`src/priority_inheriting_mutex_unit_assert.svh`:
```
// assertion macros shared by the mutex unit modules
`ifndef PRIORITY_INHERITING_MUTEX_UNIT_ASSERT_SVH
`define PRIORITY_INHERITING_MUTEX_UNIT_ASSERT_SVH

// implication checked on every edge out of reset
`define PIMU_ASSERT_IMPL(label, ante, cons, msg) \
    label: assert property (@(posedge aclk) disable iff (!aresetn) (ante) |-> (cons)) \
        else $error(msg);

// implication whose consequent is checked in the cycle after the antecedent
`define PIMU_ASSERT_NEXT(label, ante, cons, msg) \
    label: assert property (@(posedge aclk) disable iff (!aresetn) (ante) |=> (cons)) \
        else $error(msg);

`endif

```
`src/pimu_pkg.sv`:
```
// ----------------------------------------------------------------------------
// pimu_pkg
// Types, codes and sizes shared by the priority inheriting mutex unit.
// ----------------------------------------------------------------------------
package pimu_pkg;

    localparam int MUTEX_SLOTS = 16;
    localparam int TASK_SLOTS  = 16;
    localparam int MID_W       = 4;
    localparam int TID_W       = 4;
    localparam int PRIO_W      = 8;
    localparam int AGE_W       = 5;
    localparam int DEPTH_W     = 8;
    localparam int QUEUE_DEPTH = 2;

    localparam logic [DEPTH_W-1:0] DEPTH_MAX = 8'd255;

    typedef enum logic [2:0] {
        KIND_CREATE = 3'd0,
        KIND_DELETE = 3'd1,
        KIND_LOCK   = 3'd2,
        KIND_UNLOCK = 3'd3,
        KIND_QUERY  = 3'd4,
        KIND_REMOVE = 3'd5,
        KIND_BAD6   = 3'd6,
        KIND_BAD7   = 3'd7
    } kind_t;

    typedef enum logic [2:0] {
        ST_OK       = 3'd0,
        ST_INVALID  = 3'd1,
        ST_BUSY     = 3'd2,
        ST_ERROR    = 3'd3,
        ST_TIMEOUT  = 3'd4,
        ST_BLOCKED  = 3'd5,
        ST_DEADLOCK = 3'd6,
        ST_NO_SLOT  = 3'd7
    } status_t;

    typedef enum logic [1:0] {
        EV_NONE     = 2'd0,
        EV_WAKE_OWN = 2'd1,
        EV_WAKE_ERR = 2'd2,
        EV_SET_PRIO = 2'd3
    } event_t;

    typedef enum logic {
        CFG_SCHED_RUNNING = 1'b0,
        CFG_RECURSIVE     = 1'b1
    } cfg_index_t;

    typedef struct packed {
        logic [2:0]        kind;
        logic [MID_W-1:0]  mutex_id;
        logic [TID_W-1:0]  task_id;
        logic [PRIO_W-1:0] task_priority;
        logic              no_wait;
    } req_t;

    typedef struct packed {
        logic [2:0]        status;
        logic [1:0]        event_res;
        logic [TID_W-1:0]  event_task;
        logic [PRIO_W-1:0] event_priority;
        logic [MID_W-1:0]  handle;
        logic [TID_W-1:0]  owner_task;
        logic              owner_valid;
        logic              last;
    } rsp_t;

    typedef enum logic [2:0] {
        BK_IDLE,
        BK_DECIDE,
        BK_SCAN,
        BK_ACT,
        BK_EMIT
    } bk_state_t;

    // queue status between front and back
    typedef struct packed {
        logic valid;
        logic ready;
    } q_hs_t;

endpackage

```
`src/pimu_front.sv`:
```
// ----------------------------------------------------------------------------
// pimu_front
// Accepts items and holds them in a short queue for the back end.
// ----------------------------------------------------------------------------
module pimu_front (
    input  logic          aclk,
    input  logic          aresetn,
    input  logic          s_valid,
    output logic          s_ready,
    input  pimu_pkg::req_t s_data,
    output pimu_pkg::req_t q_data,
    output pimu_pkg::q_hs_t q_hs,
    input  logic          q_pop
);
    import pimu_pkg::*;

    req_t       mem_reg [QUEUE_DEPTH];
    logic       wr_ptr_reg, wr_ptr_next;
    logic       rd_ptr_reg, rd_ptr_next;
    logic [1:0] cnt_reg, cnt_next;
    logic       push, pop;

    assign s_ready = (cnt_reg != 2'(QUEUE_DEPTH));
    assign push    = s_valid && s_ready;
    assign pop     = q_pop && (cnt_reg != 2'd0);
    assign q_hs.valid = (cnt_reg != 2'd0);
    assign q_hs.ready = s_ready;
    assign q_data  = mem_reg[rd_ptr_reg];

    // pointer and count update
    always_comb begin
        wr_ptr_next = push ? ~wr_ptr_reg : wr_ptr_reg;
        rd_ptr_next = pop ? ~rd_ptr_reg : rd_ptr_reg;
        cnt_next    = cnt_reg + {1'b0, push} - {1'b0, pop};
    end

    always_ff @(posedge aclk) begin
        if (!aresetn) begin
            wr_ptr_reg <= 1'b0;
            rd_ptr_reg <= 1'b0;
            cnt_reg    <= 2'd0;
        end else begin
            wr_ptr_reg <= wr_ptr_next;
            rd_ptr_reg <= rd_ptr_next;
            cnt_reg    <= cnt_next;
        end
    end

    // queue storage
    always_ff @(posedge aclk) begin
        if (push) begin
            mem_reg[wr_ptr_reg] <= s_data;
        end
    end

`include "priority_inheriting_mutex_unit_assert.svh"
    `PIMU_ASSERT_IMPL(a_cnt_range, 1'b1, cnt_reg <= 2'(QUEUE_DEPTH), "queue count overflow")
    `PIMU_ASSERT_NEXT(a_push_cnt, push && !pop, cnt_reg == $past(cnt_reg) + 2'd1, "push lost")
    `PIMU_ASSERT_NEXT(a_pop_cnt, pop && !push, cnt_reg == $past(cnt_reg) - 2'd1, "pop lost")

endmodule

```
`src/pimu_back.sv`:
```
// ----------------------------------------------------------------------------
// pimu_back
// Executes one operation: scans the waiter table and emits results.
// ----------------------------------------------------------------------------
module pimu_back (
    input  logic            aclk,
    input  logic            aresetn,
    input  pimu_pkg::req_t  q_data,
    input  pimu_pkg::q_hs_t q_hs,
    output logic            q_pop,
    input  logic            cfg_sched,
    input  logic            cfg_recur,
    output logic            m_valid,
    input  logic            m_ready,
    output pimu_pkg::rsp_t  m_data
);
    import pimu_pkg::*;

    // mutex table
    logic                slot_in_use_reg [MUTEX_SLOTS];
    logic                has_owner_reg   [MUTEX_SLOTS];
    logic [TID_W-1:0]    owner_reg       [MUTEX_SLOTS];
    logic [DEPTH_W-1:0]  depth_reg       [MUTEX_SLOTS];
    logic [PRIO_W-1:0]   base_reg        [MUTEX_SLOTS];
    logic [PRIO_W-1:0]   boost_reg       [MUTEX_SLOTS];
    // waiter table
    logic                wv_reg   [TASK_SLOTS];
    logic [MID_W-1:0]    wm_reg   [TASK_SLOTS];
    logic [PRIO_W-1:0]   wp_reg   [TASK_SLOTS];
    logic [AGE_W-1:0]    wa_reg   [TASK_SLOTS];

    bk_state_t state_reg, state_next;
    req_t      op_reg;
    rsp_t      out_reg, out_next;
    logic      out_valid_reg, out_valid_next;
    logic [TID_W:0]   scan_reg, scan_next;
    logic             best_ok_reg, best_ok_next;
    logic [TID_W-1:0] best_reg, best_next;
    logic [AGE_W-1:0] cnt_reg, cnt_next;
    logic             boost_ev_reg, boost_ev_next;

    logic [MID_W-1:0] m;
    logic [TID_W-1:0] tk;
    logic [TID_W-1:0] st;
    logic             slot_ok;
    logic             free_ok;
    logic [MID_W-1:0] free_idx;

    assign m  = op_reg.mutex_id;
    assign tk = op_reg.task_id;
    assign st = scan_reg[TID_W-1:0];
    assign slot_ok = slot_in_use_reg[m];
    assign m_valid = out_valid_reg;
    assign m_data  = out_reg;

    // first free slot
    always_comb begin
        free_ok  = 1'b0;
        free_idx = '0;
        for (int i = MUTEX_SLOTS - 1; i >= 0; i--) begin
            if (!slot_in_use_reg[i]) begin
                free_ok  = 1'b1;
                free_idx = MID_W'(i);
            end
        end
    end

    function automatic rsp_t mk(logic [2:0] s, logic [1:0] e, logic [TID_W-1:0] t,
                                logic [PRIO_W-1:0] p, logic l);
        rsp_t r;
        r = '0;
        r.status = s;
        r.event_res = e;
        r.event_task = t;
        r.event_priority = p;
        r.last = l;
        return r;
    endfunction

    logic out_free;
    assign out_free = !out_valid_reg || m_ready;

    // sequencer
    always_comb begin
        state_next     = state_reg;
        out_next       = out_reg;
        out_valid_next = out_valid_reg && !m_ready;
        scan_next      = scan_reg;
        best_ok_next   = best_ok_reg;
        best_next      = best_reg;
        cnt_next       = cnt_reg;
        boost_ev_next  = boost_ev_reg;
        q_pop          = 1'b0;
        case (state_reg)
            BK_IDLE: begin
                if (q_hs.valid) begin
                    q_pop      = 1'b1;
                    state_next = BK_DECIDE;
                end
            end
            BK_DECIDE: begin
                scan_next    = '0;
                best_ok_next = 1'b0;
                cnt_next     = '0;
                state_next   = BK_SCAN;
            end
            BK_SCAN: begin
                if (wv_reg[st] && wm_reg[st] == m) begin
                    cnt_next = cnt_reg + AGE_W'(1);
                    if (!best_ok_reg || wp_reg[st] > wp_reg[best_reg] ||
                        (wp_reg[st] == wp_reg[best_reg] && wa_reg[st] < wa_reg[best_reg])) begin
                        best_ok_next = 1'b1;
                        best_next    = st;
                    end
                end
                scan_next = scan_reg + (TID_W+1)'(1);
                if (scan_reg == (TID_W+1)'(TASK_SLOTS - 1)) begin
                    state_next = BK_ACT;
                end
            end
            BK_ACT: begin
                if (out_free) begin
                    out_valid_next = 1'b1;
                    state_next     = BK_IDLE;
                    case (kind_t'(op_reg.kind))
                        KIND_CREATE: begin
                            out_next = mk(free_ok ? ST_OK : ST_NO_SLOT, EV_NONE, '0, '0, 1'b1);
                            out_next.handle = free_ok ? free_idx : '0;
                        end
                        KIND_DELETE: begin
                            if (!slot_ok) out_next = mk(ST_INVALID, EV_NONE, '0, '0, 1'b1);
                            else if (has_owner_reg[m]) out_next = mk(ST_BUSY, EV_NONE, '0, '0, 1'b1);
                            else if (best_ok_reg) begin
                                out_next   = mk(ST_ERROR, EV_WAKE_ERR, best_reg, '0, 1'b0);
                                state_next = BK_DECIDE;
                            end else out_next = mk(ST_OK, EV_NONE, '0, '0, 1'b1);
                        end
                        KIND_LOCK: begin
                            if (!slot_ok) out_next = mk(ST_INVALID, EV_NONE, '0, '0, 1'b1);
                            else if (!cfg_sched || wv_reg[tk])
                                out_next = mk(ST_ERROR, EV_NONE, '0, '0, 1'b1);
                            else if (!has_owner_reg[m]) out_next = mk(ST_OK, EV_NONE, '0, '0, 1'b1);
                            else if (owner_reg[m] == tk) begin
                                if (!cfg_recur) out_next = mk(ST_DEADLOCK, EV_NONE, '0, '0, 1'b1);
                                else if (depth_reg[m] >= DEPTH_MAX)
                                    out_next = mk(ST_ERROR, EV_NONE, '0, '0, 1'b1);
                                else out_next = mk(ST_OK, EV_NONE, '0, '0, 1'b1);
                            end else if (op_reg.no_wait)
                                out_next = mk(ST_TIMEOUT, EV_NONE, '0, '0, 1'b1);
                            else if (op_reg.task_priority > boost_reg[m]) begin
                                out_next = mk(ST_OK, EV_SET_PRIO, owner_reg[m],
                                              op_reg.task_priority, 1'b0);
                                state_next = BK_EMIT;
                                boost_ev_next = 1'b0;
                            end else out_next = mk(ST_BLOCKED, EV_NONE, '0, '0, 1'b1);
                        end
                        KIND_UNLOCK: begin
                            if (!slot_ok) out_next = mk(ST_INVALID, EV_NONE, '0, '0, 1'b1);
                            else if (!cfg_sched || !has_owner_reg[m] || owner_reg[m] != tk)
                                out_next = mk(ST_ERROR, EV_NONE, '0, '0, 1'b1);
                            else if (depth_reg[m] > DEPTH_W'(1))
                                out_next = mk(ST_OK, EV_NONE, '0, '0, 1'b1);
                            else if (boost_reg[m] != base_reg[m]) begin
                                out_next = mk(ST_OK, EV_SET_PRIO, tk, base_reg[m], 1'b0);
                                state_next = BK_EMIT;
                                boost_ev_next = 1'b1;
                            end else if (best_ok_reg) begin
                                out_next = mk(ST_OK, EV_WAKE_OWN, best_reg, '0, 1'b0);
                                state_next = BK_EMIT;
                                boost_ev_next = 1'b0;
                            end else out_next = mk(ST_OK, EV_NONE, '0, '0, 1'b1);
                        end
                        KIND_QUERY: begin
                            if (!slot_ok) out_next = mk(ST_INVALID, EV_NONE, '0, '0, 1'b1);
                            else begin
                                out_next = mk(ST_OK, EV_NONE, '0, '0, 1'b1);
                                out_next.owner_task  = has_owner_reg[m] ? owner_reg[m] : '0;
                                out_next.owner_valid = has_owner_reg[m];
                            end
                        end
                        KIND_REMOVE: begin
                            out_next = mk(wv_reg[tk] ? ST_OK : ST_ERROR, EV_NONE, '0, '0, 1'b1);
                        end
                        default: out_next = mk(ST_ERROR, EV_NONE, '0, '0, 1'b1);
                    endcase
                end
            end
            BK_EMIT: begin
                // follow-up result of lock or unlock
                if (out_free) begin
                    out_valid_next = 1'b1;
                    state_next     = BK_IDLE;
                    if (kind_t'(op_reg.kind) == KIND_LOCK)
                        out_next = mk(ST_BLOCKED, EV_NONE, '0, '0, 1'b1);
                    else if (boost_ev_reg && best_ok_reg) begin
                        out_next = mk(ST_OK, EV_WAKE_OWN, best_reg, '0, 1'b0);
                        boost_ev_next = 1'b0;
                        state_next = BK_EMIT;
                    end else out_next = mk(ST_OK, EV_NONE, '0, '0, 1'b1);
                end
            end
            default: state_next = BK_IDLE;
        endcase
    end

    always_ff @(posedge aclk) begin
        if (!aresetn) begin
            state_reg     <= BK_IDLE;
            out_valid_reg <= 1'b0;
        end else begin
            state_reg     <= state_next;
            out_valid_reg <= out_valid_next;
        end
    end

    always_ff @(posedge aclk) begin
        out_reg      <= out_next;
        scan_reg     <= scan_next;
        best_ok_reg  <= best_ok_next;
        best_reg     <= best_next;
        cnt_reg      <= cnt_next;
        boost_ev_reg <= boost_ev_next;
        if (q_pop) op_reg <= q_data;
    end

    // table updates, done whenever a result of an item leaves act
    logic act_go;
    assign act_go = (state_reg == BK_ACT) && out_free;

    always_ff @(posedge aclk) begin
        if (!aresetn) begin
            for (int i = 0; i < MUTEX_SLOTS; i++) begin
                slot_in_use_reg[i] <= 1'b0;
                has_owner_reg[i]   <= 1'b0;
                depth_reg[i]       <= '0;
            end
            for (int i = 0; i < TASK_SLOTS; i++) wv_reg[i] <= 1'b0;
        end else if (act_go) begin
            case (kind_t'(op_reg.kind))
                KIND_CREATE: begin
                    if (free_ok) begin
                        slot_in_use_reg[free_idx] <= 1'b1;
                        has_owner_reg[free_idx]   <= 1'b0;
                        depth_reg[free_idx]       <= '0;
                    end
                end
                KIND_DELETE: begin
                    if (slot_ok && !has_owner_reg[m]) begin
                        if (best_ok_reg) begin
                            wv_reg[best_reg] <= 1'b0;
                            for (int i = 0; i < TASK_SLOTS; i++)
                                if (wv_reg[i] && wm_reg[i] == m && wa_reg[i] > wa_reg[best_reg])
                                    wa_reg[i] <= wa_reg[i] - AGE_W'(1);
                        end else begin
                            slot_in_use_reg[m] <= 1'b0;
                            depth_reg[m]       <= '0;
                        end
                    end
                end
                KIND_LOCK: begin
                    if (slot_ok && cfg_sched && !wv_reg[tk]) begin
                        if (!has_owner_reg[m]) begin
                            has_owner_reg[m] <= 1'b1;
                            owner_reg[m]     <= tk;
                            depth_reg[m]     <= DEPTH_W'(1);
                            base_reg[m]      <= op_reg.task_priority;
                            boost_reg[m]     <= op_reg.task_priority;
                        end else if (owner_reg[m] == tk) begin
                            if (cfg_recur && depth_reg[m] < DEPTH_MAX)
                                depth_reg[m] <= depth_reg[m] + DEPTH_W'(1);
                        end else if (!op_reg.no_wait) begin
                            wv_reg[tk] <= 1'b1;
                            wm_reg[tk] <= m;
                            wp_reg[tk] <= op_reg.task_priority;
                            wa_reg[tk] <= cnt_reg;
                            if (op_reg.task_priority > boost_reg[m])
                                boost_reg[m] <= op_reg.task_priority;
                        end
                    end
                end
                KIND_UNLOCK: begin
                    if (slot_ok && cfg_sched && has_owner_reg[m] && owner_reg[m] == tk) begin
                        if (depth_reg[m] > DEPTH_W'(1))
                            depth_reg[m] <= depth_reg[m] - DEPTH_W'(1);
                        else if (best_ok_reg) begin
                            wv_reg[best_reg] <= 1'b0;
                            for (int i = 0; i < TASK_SLOTS; i++)
                                if (wv_reg[i] && wm_reg[i] == m && wa_reg[i] > wa_reg[best_reg])
                                    wa_reg[i] <= wa_reg[i] - AGE_W'(1);
                            owner_reg[m] <= best_reg;
                            depth_reg[m] <= DEPTH_W'(1);
                            base_reg[m]  <= wp_reg[best_reg];
                            boost_reg[m] <= wp_reg[best_reg];
                        end else begin
                            depth_reg[m]     <= '0;
                            boost_reg[m]     <= base_reg[m];
                            has_owner_reg[m] <= 1'b0;
                        end
                    end
                end
                KIND_REMOVE: begin
                    if (wv_reg[tk]) begin
                        wv_reg[tk] <= 1'b0;
                        for (int i = 0; i < TASK_SLOTS; i++)
                            if (wv_reg[i] && wm_reg[i] == wm_reg[tk] && wa_reg[i] > wa_reg[tk])
                                wa_reg[i] <= wa_reg[i] - AGE_W'(1);
                    end
                end
                default: ;
            endcase
        end
    end

`include "priority_inheriting_mutex_unit_assert.svh"
    `PIMU_ASSERT_NEXT(a_hold, m_valid && !m_ready, m_valid && $stable(m_data), "result dropped")
    `PIMU_ASSERT_IMPL(a_pop_idle, q_pop, state_reg == BK_IDLE, "pop while busy")
    `PIMU_ASSERT_IMPL(a_evt_notlast, m_valid && m_data.event_res != EV_NONE, !m_data.last, "event marked last")

endmodule

```
`src/priority_inheriting_mutex_unit.sv`:
```
// ----------------------------------------------------------------------------
// priority_inheriting_mutex_unit
// Recursive mutex table with priority inheritance for a real-time kernel.
// ----------------------------------------------------------------------------
// An operation with a single result passes through the back end in steps: it
// takes the item from the queue, sets up, walks the 16 waiter entries,
// one per cycle, to count waiters and find the head waiter, and then
// registers the result. Each further result of a lock or unlock is registered
// from the emit state, and every result waits for m_ready. A delete repeats
// the setup and the walk for each waiter it wakes. A two-entry
// queue in front accepts items while the back end works.
module priority_inheriting_mutex_unit (
    input  logic           aclk,
    input  logic           aresetn,
    input  logic           cfg_we,
    input  logic [0:0]     cfg_index,
    input  logic [0:0]     cfg_data,
    input  logic           s_valid,
    output logic           s_ready,
    input  pimu_pkg::req_t s_data,
    output logic           m_valid,
    input  logic           m_ready,
    output pimu_pkg::rsp_t m_data
);
    import pimu_pkg::*;

    logic   sched_reg, recur_reg;
    req_t   q_data;
    q_hs_t  q_hs;
    logic   q_pop;

    // configuration registers
    always_ff @(posedge aclk) begin
        if (!aresetn) begin
            sched_reg <= 1'b0;
            recur_reg <= 1'b1;
        end else if (cfg_we) begin
            case (cfg_index_t'(cfg_index))
                CFG_SCHED_RUNNING: sched_reg <= cfg_data[0];
                CFG_RECURSIVE:     recur_reg <= cfg_data[0];
                default: ;
            endcase
        end
    end

    pimu_front u_front (
        .aclk(aclk), .aresetn(aresetn), .s_valid(s_valid), .s_ready(s_ready),
        .s_data(s_data), .q_data(q_data), .q_hs(q_hs), .q_pop(q_pop)
    );

    pimu_back u_back (
        .aclk(aclk), .aresetn(aresetn), .q_data(q_data), .q_hs(q_hs), .q_pop(q_pop),
        .cfg_sched(sched_reg), .cfg_recur(recur_reg), .m_valid(m_valid),
        .m_ready(m_ready), .m_data(m_data)
    );

endmodule

```
`config.mk`:
```
export PLATFORM = sky130hd
export DESIGN_NAME = priority_inheriting_mutex_unit
export DESIGN_NICKNAME = d
export VERILOG_FILES = /design/src/pimu_pkg.sv /design/src/pimu_front.sv /design/src/pimu_back.sv /design/src/priority_inheriting_mutex_unit.sv
export VERILOG_INCLUDE_DIRS = /design/src /design/src/src
export SDC_FILE = /design/constraint.sdc
export NUM_CORES = 2
export LEC_CHECK = 0
export BUFFER_PORTS_ARGS = -buffer_cell sky130_fd_sc_hd__clkbuf_2
export CORE_MARGIN = 4
export CORE_UTILIZATION = 55
export CTS_BUF_LIST = sky130_fd_sc_hd__clkbuf_8 sky130_fd_sc_hd__clkbuf_16
export DETAILED_ROUTE_END_ITERATION = 12
export GPL_ROUTABILITY_DRIVEN = 0
export PLACE_DENSITY = 0.74
export SLEW_MARGIN = 15
export SYNTH_ARGS = -nofsm -noshare
export SYNTH_HDL_FRONTEND = slang
export SYNTH_HIERARCHICAL = 1
export SYNTH_SLANG_ARGS = --single-unit
```
`constraint.sdc`:
```
create_clock -name aclk -period 6.1 [get_ports aclk]
set_input_delay 1.22 -clock aclk [delete_from_list [all_inputs] [get_ports aclk]]
set_output_delay 1.22 -clock aclk [all_outputs]
set_load 0.02 [all_outputs]
```
Yosys cells after proc, flatten, opt, wreduce, memory -nomap -nowiden
Memories as Yosys holds them, arrays and structs flattened. A register that Yosys moved wholly into a read port is not among the register bits.
Cells that the tools add are included.
- register bits after elaboration: 53
- RAM bits: 808
- output and inout port bits: 29
- logic and storage cells: 882
- memories: 11
- add/subtract/negate cells: 22
- order comparisons: 38
- equal/unequal tests: 67
- mux-type cells: 564
- bitwise operators: 48
- reduce and logical (&&, ||, !) cells: 112
- memories (memory ; depth ; width ; read ports ; clocked after memory_dff ; write ports ; line ; RTL):
    u_back.base_reg ; 16 ; 8 ; 1 ; 0 ; 1 ; pimu_back.sv:24 ; logic [PRIO_W-1:0] base_reg [MUTEX_SLOTS];
    u_back.boost_reg ; 16 ; 8 ; 1 ; 0 ; 1 ; pimu_back.sv:25 ; logic [PRIO_W-1:0] boost_reg [MUTEX_SLOTS];
    u_back.depth_reg ; 16 ; 8 ; 1 ; 0 ; 16 ; pimu_back.sv:23 ; logic [DEPTH_W-1:0] depth_reg [MUTEX_SLOTS];
    u_back.wp_reg ; 16 ; 8 ; 2 ; 2 ; 1 ; pimu_back.sv:29 ; logic [PRIO_W-1:0] wp_reg [TASK_SLOTS];
    u_back.wa_reg ; 16 ; 5 ; 19 ; 2 ; 16 ; pimu_back.sv:30 ; logic [AGE_W-1:0] wa_reg [TASK_SLOTS];
    u_back.owner_reg ; 16 ; 4 ; 1 ; 0 ; 1 ; pimu_back.sv:22 ; logic [TID_W-1:0] owner_reg [MUTEX_SLOTS];
    5 more memories ; - ; - ; - ; - ; - ; - ;
- operator list (operator ; number):
    2-to-1 mux 1 bit ; 434
    2-to-1 mux 27 bit ; 16
    2-to-1 mux 5 bit ; 34
    one-hot mux 27 bit (6 select lines) ; 1
    greater-than comparator 5 bit ; 32
    == test 4 bit ; 34
    2-to-1 mux 4 bit ; 34
    2-to-1 mux 8 bit ; 11
    subtractor 5 x 1 -> 5 bit (second input constant) ; 16
    logical AND 1 bit ; 77
    2-to-1 mux 3 bit ; 20
    one-hot mux 27 bit (2 select lines) ; 1
    2-to-1 mux 26 bit ; 2
    2-to-1 mux 23 bit ; 2
    bitwise OR 1 bit ; 45
    2-to-1 mux 25 bit ; 1
    one-hot mux 5 bit (2 select lines) ; 2
    greater-than comparator 8 bit ; 2
    AND reduction 16 bit ; 1
    OR reduction 8 bit ; 2
    != test 3 x 2 -> 1 bit (second input constant) ; 5
    != test 3 bit (second input constant) ; 5
    one-hot mux 3 bit (5 select lines) ; 1
    == test 3 x 2 -> 1 bit (second input constant) ; 4
    other kinds (32) ; 69

Logic depth before layout (Yosys ltp)
An unclocked memory read counts as a cell.
- word-level depth: 25
- gate-level depth with buffers: 21
- depth with buffers taken out: 13

Hierarchy
The synthesis kept the hierarchy.
- by module, submodules not included (module ; instances ; cells an instance ; area an instance (um2)):
    pimu_back ; 1 ; 3318 ; 45826.5
    pimu_front ; 1 ; 87 ; 1684.1
    priority_inheriting_mutex_unit ; 1 ; 9 ; 85.1

Worst setup path after synthesis
No wires, ideal clock.
- kind: reg-to-reg
- start: register (tool-made name)
- end: memory u_back.wa_reg[12][0], enable pin
- arrival: 5.100 ns
- slack: 0.627 ns
- stages on the path, launching flop included: 14
- buffers on the path: 4
- clock period less this slack: 5.473 ns
- cell sequence: dfxtp_1 -> clkbuf_1 -> buf_1 -> buf_1 -> clkbuf_1 -> mux4_2 -> mux4_2 -> inv_1 -> ha_1 -> and3_1 -> nand3_1 -> nand4_1 -> or4_1 -> o21ai_0
- RTL lines (element ; line):
    end, declared ; pimu_back.sv:30

==> PnR_summary.wiki <==
{| class="wikitable"
! Metric !! Value
|-
| Worst EP required || 6.39 ns
|-
| Vias in the first global route || between 30000 and 40000
|-
| Number of sinks on the clock net || 898
|-
| Total chip power || 20200 µW
|-
| First-pass iteration count of the detailed router || 6
|-
| Source-to-sink clock delay at the later pin of the worst-skew pair || ~0.67 ns
|-
| Net total in the final layout || 3720
|-
| Transition time of the tightest slew-check pin || 1.25 ns
|-
| # resized after CTS || 0
|-
| Area used by multi-input combinational logic || 0.0201 mm²
|-
| Run status || complete, no violations
|-
| Residual DRC || 0
|-
| Storage cell area || about 0.026 mm²
|-
| Row cnt || approximately 110
|-
| Time the worst path needs with I/O delays and setup || approximately 5.7 ns
|-
| Setup CP Type || flip-flop to flip-flop
|-
| Gate count after technology mapping || 3413
|-
| Worst-path fanout max || 38
|-
| Data arrival time of the worst path || 5.98 ns
|-
| Antenna violations before repair || 4
|-
| Number of levels in the clock H-tree || 3
|-
| Final setup violating endpoints || 0
|-
| Global routing usage summed across all routing layers || 29.6%
|-
| Post-CTS setup buffer count || 0
|-
| Library cell used as clock root buffer || clkbuf_16
|-
| Count of buffers inserted at the top-level ports || 55
|-
| Fraction of final layout cells sized beyond drive strength 1 || 20.9%
|-
| Path class of the lowest-slack min-delay path || flip-flop to flip-flop
|-
| Final period util || 93.3%
|-
| Synthesis-to-layout area growth || 10.2%
|-
| Horizontal extent of the die || between 300 and 400 µm
|-
| Count of max-cap constraint violations || 0
|-
| Avg Cell Area, Syn || 13.9 µm²
|-
| First-pass GRT wire length || 200 mm
|-
| Number of nets with antenna violations after routing || 0
|-
| Grt total ovfl || 0
|-
| Clock Path Buffers || 3
|-
| I/O pin cnt || 56
|-
| Post-route worst hold slack || 0.495 ns
|-
| Startpoint Class || flip-flop
|-
| Maximum number of pins on one net before global-route repair || 80
|-
| Highest clock frequency the design can meet || 176 MHz
|-
| Crit end category || flip-flop
|-
| PD cells || just under 400 mW/mm²
|-
| Mapped Area || 0.0476 mm²
|-
| Quantity of hold-fixing buffers added after cts || 0
|-
| TritonCTS clock tree || done
|-
| Vias || 32000
|-
| Detailed-route vias per instance || between 6 and 7
|-
| DRT iter0 DRCs || 4646
|-
| Effective utilization at floorplan || approximately 56%
|-
| Worst slew slack as a fraction of its limit || 16.4%
|-
| Hpwl dp || between 90 and 100 mm
|-
| TritonCTS Buffers || 94
|-
| Number of hold violations in the final report || 0
|-
| Final number of max-transition violations || 0
|-
| Leakage power summed over all cells || 0.0182 µW
|-
| Overall die area || 0.0913 mm²
|-
| ANT cells || 0
|-
| Die span in y || 302 µm
|-
| Number of fill cells || roughly 6400
|-
| Setup repair after global routing missed its margin || false
|-
| Post-synth net total || approximately 3600
|-
| Average detailed-routed wire length per instance || 28.6 µm
|-
| Final TNS setup || 0 ns
|-
| Maximum vdd ir drop || ~0.30 mV
|-
| Placeable Area || 0.0855 mm²
|-
| Worst Clk Skew || 0.0397 ns
|-
| Worst-path clk slew || roughly 0.06 ns
|-
| Routed wire length || between 100 and 150 mm
|-
| Yosys Warn Count || 6
|}
## routing by layer
| metal | GRT usage, % | up-vias | share of wire, % |
|---|---|---|---|
| li1 | - | 13500 | - |
| met1 | 38.6 | 15900 | 36 |
| met2 | 47.5 | 2198 | 48 |
| met3 | 6.97 | 412 | 11 |
| met4 | 13.6 | 6 | 5.3 |
| met5 | 0 | - | 0.030 |
## final timing paths
path / depth (start not counted) / end / slack [ns] / start
setup / recovery: 11 / u_back/boost_reg[12][7] / 0.41 / flip-flop
hold / removal: 1 / u_back/has_owner_reg[7] / 0.49 / u_back/has_owner_reg[7]
setup reg to reg: 11 / u_back/boost_reg[12][7] / 0.41 / flip-flop
hold reg to reg: 1 / u_back/has_owner_reg[7] / 0.49 / u_back/has_owner_reg[7]
## where the power goes
part           leakage [µW]  internal [µW]  switching (µW)
Sequential          0.00839           7400             913
Combinational       0.00822           2630            3670
Clock               0.00156           3180            2430
Total                0.0182          13200            7010
## worst max-delay path: stages (launching register included)
cell and delay (ns):
dfxtp_4 0.84, mux4_2 0.62, a22o_1 0.25, a221oi_1 0.44, ha_1 0.35, nand4_1 0.15
nor2_1 0.07, o31ai_1 0.60, nand3b_1 0.36, o221ai_1 0.63, nand2_1 0.33, nor2_1 0.66
## per-stage QoR
stage               area (µm²)  cells  util [%]  setup slack, ns
finish                   52400   4711      61.3            0.411
global route             52400   4711      61.3            0.159
CTS                      52400   4710      61.3            0.454
detailed placement       49400   4536      57.7            0.546
global placement         49400   4535      57.7            0.459
floorplan                47600   3413         -            0.627
## cell type report
type                       instances  area share (%)
inverter                         112           0.802
multi-input combinational       2210            38.4
clock buffer                     102            4.70
sequential                       898            50.0
timing repair buffer             173            2.28
tap                             1144            2.73
clock inverter                    72            1.10
## cells in the final DEF, fill, tap and decap left out, types with 70 or more instances in the layout
cell type and n:
mux4_2 320, a21oi_1 167, nor2_1 344, nand3_1 70, clkbuf_16 94, inv_1 134, buf_4 115, ha_1 204
edfxtp_1 823, xnor2_1 113, o21ai_0 113, nand2_1 171, xor2_1 90
No activity file was read; power rests on OpenSTA's default activity.
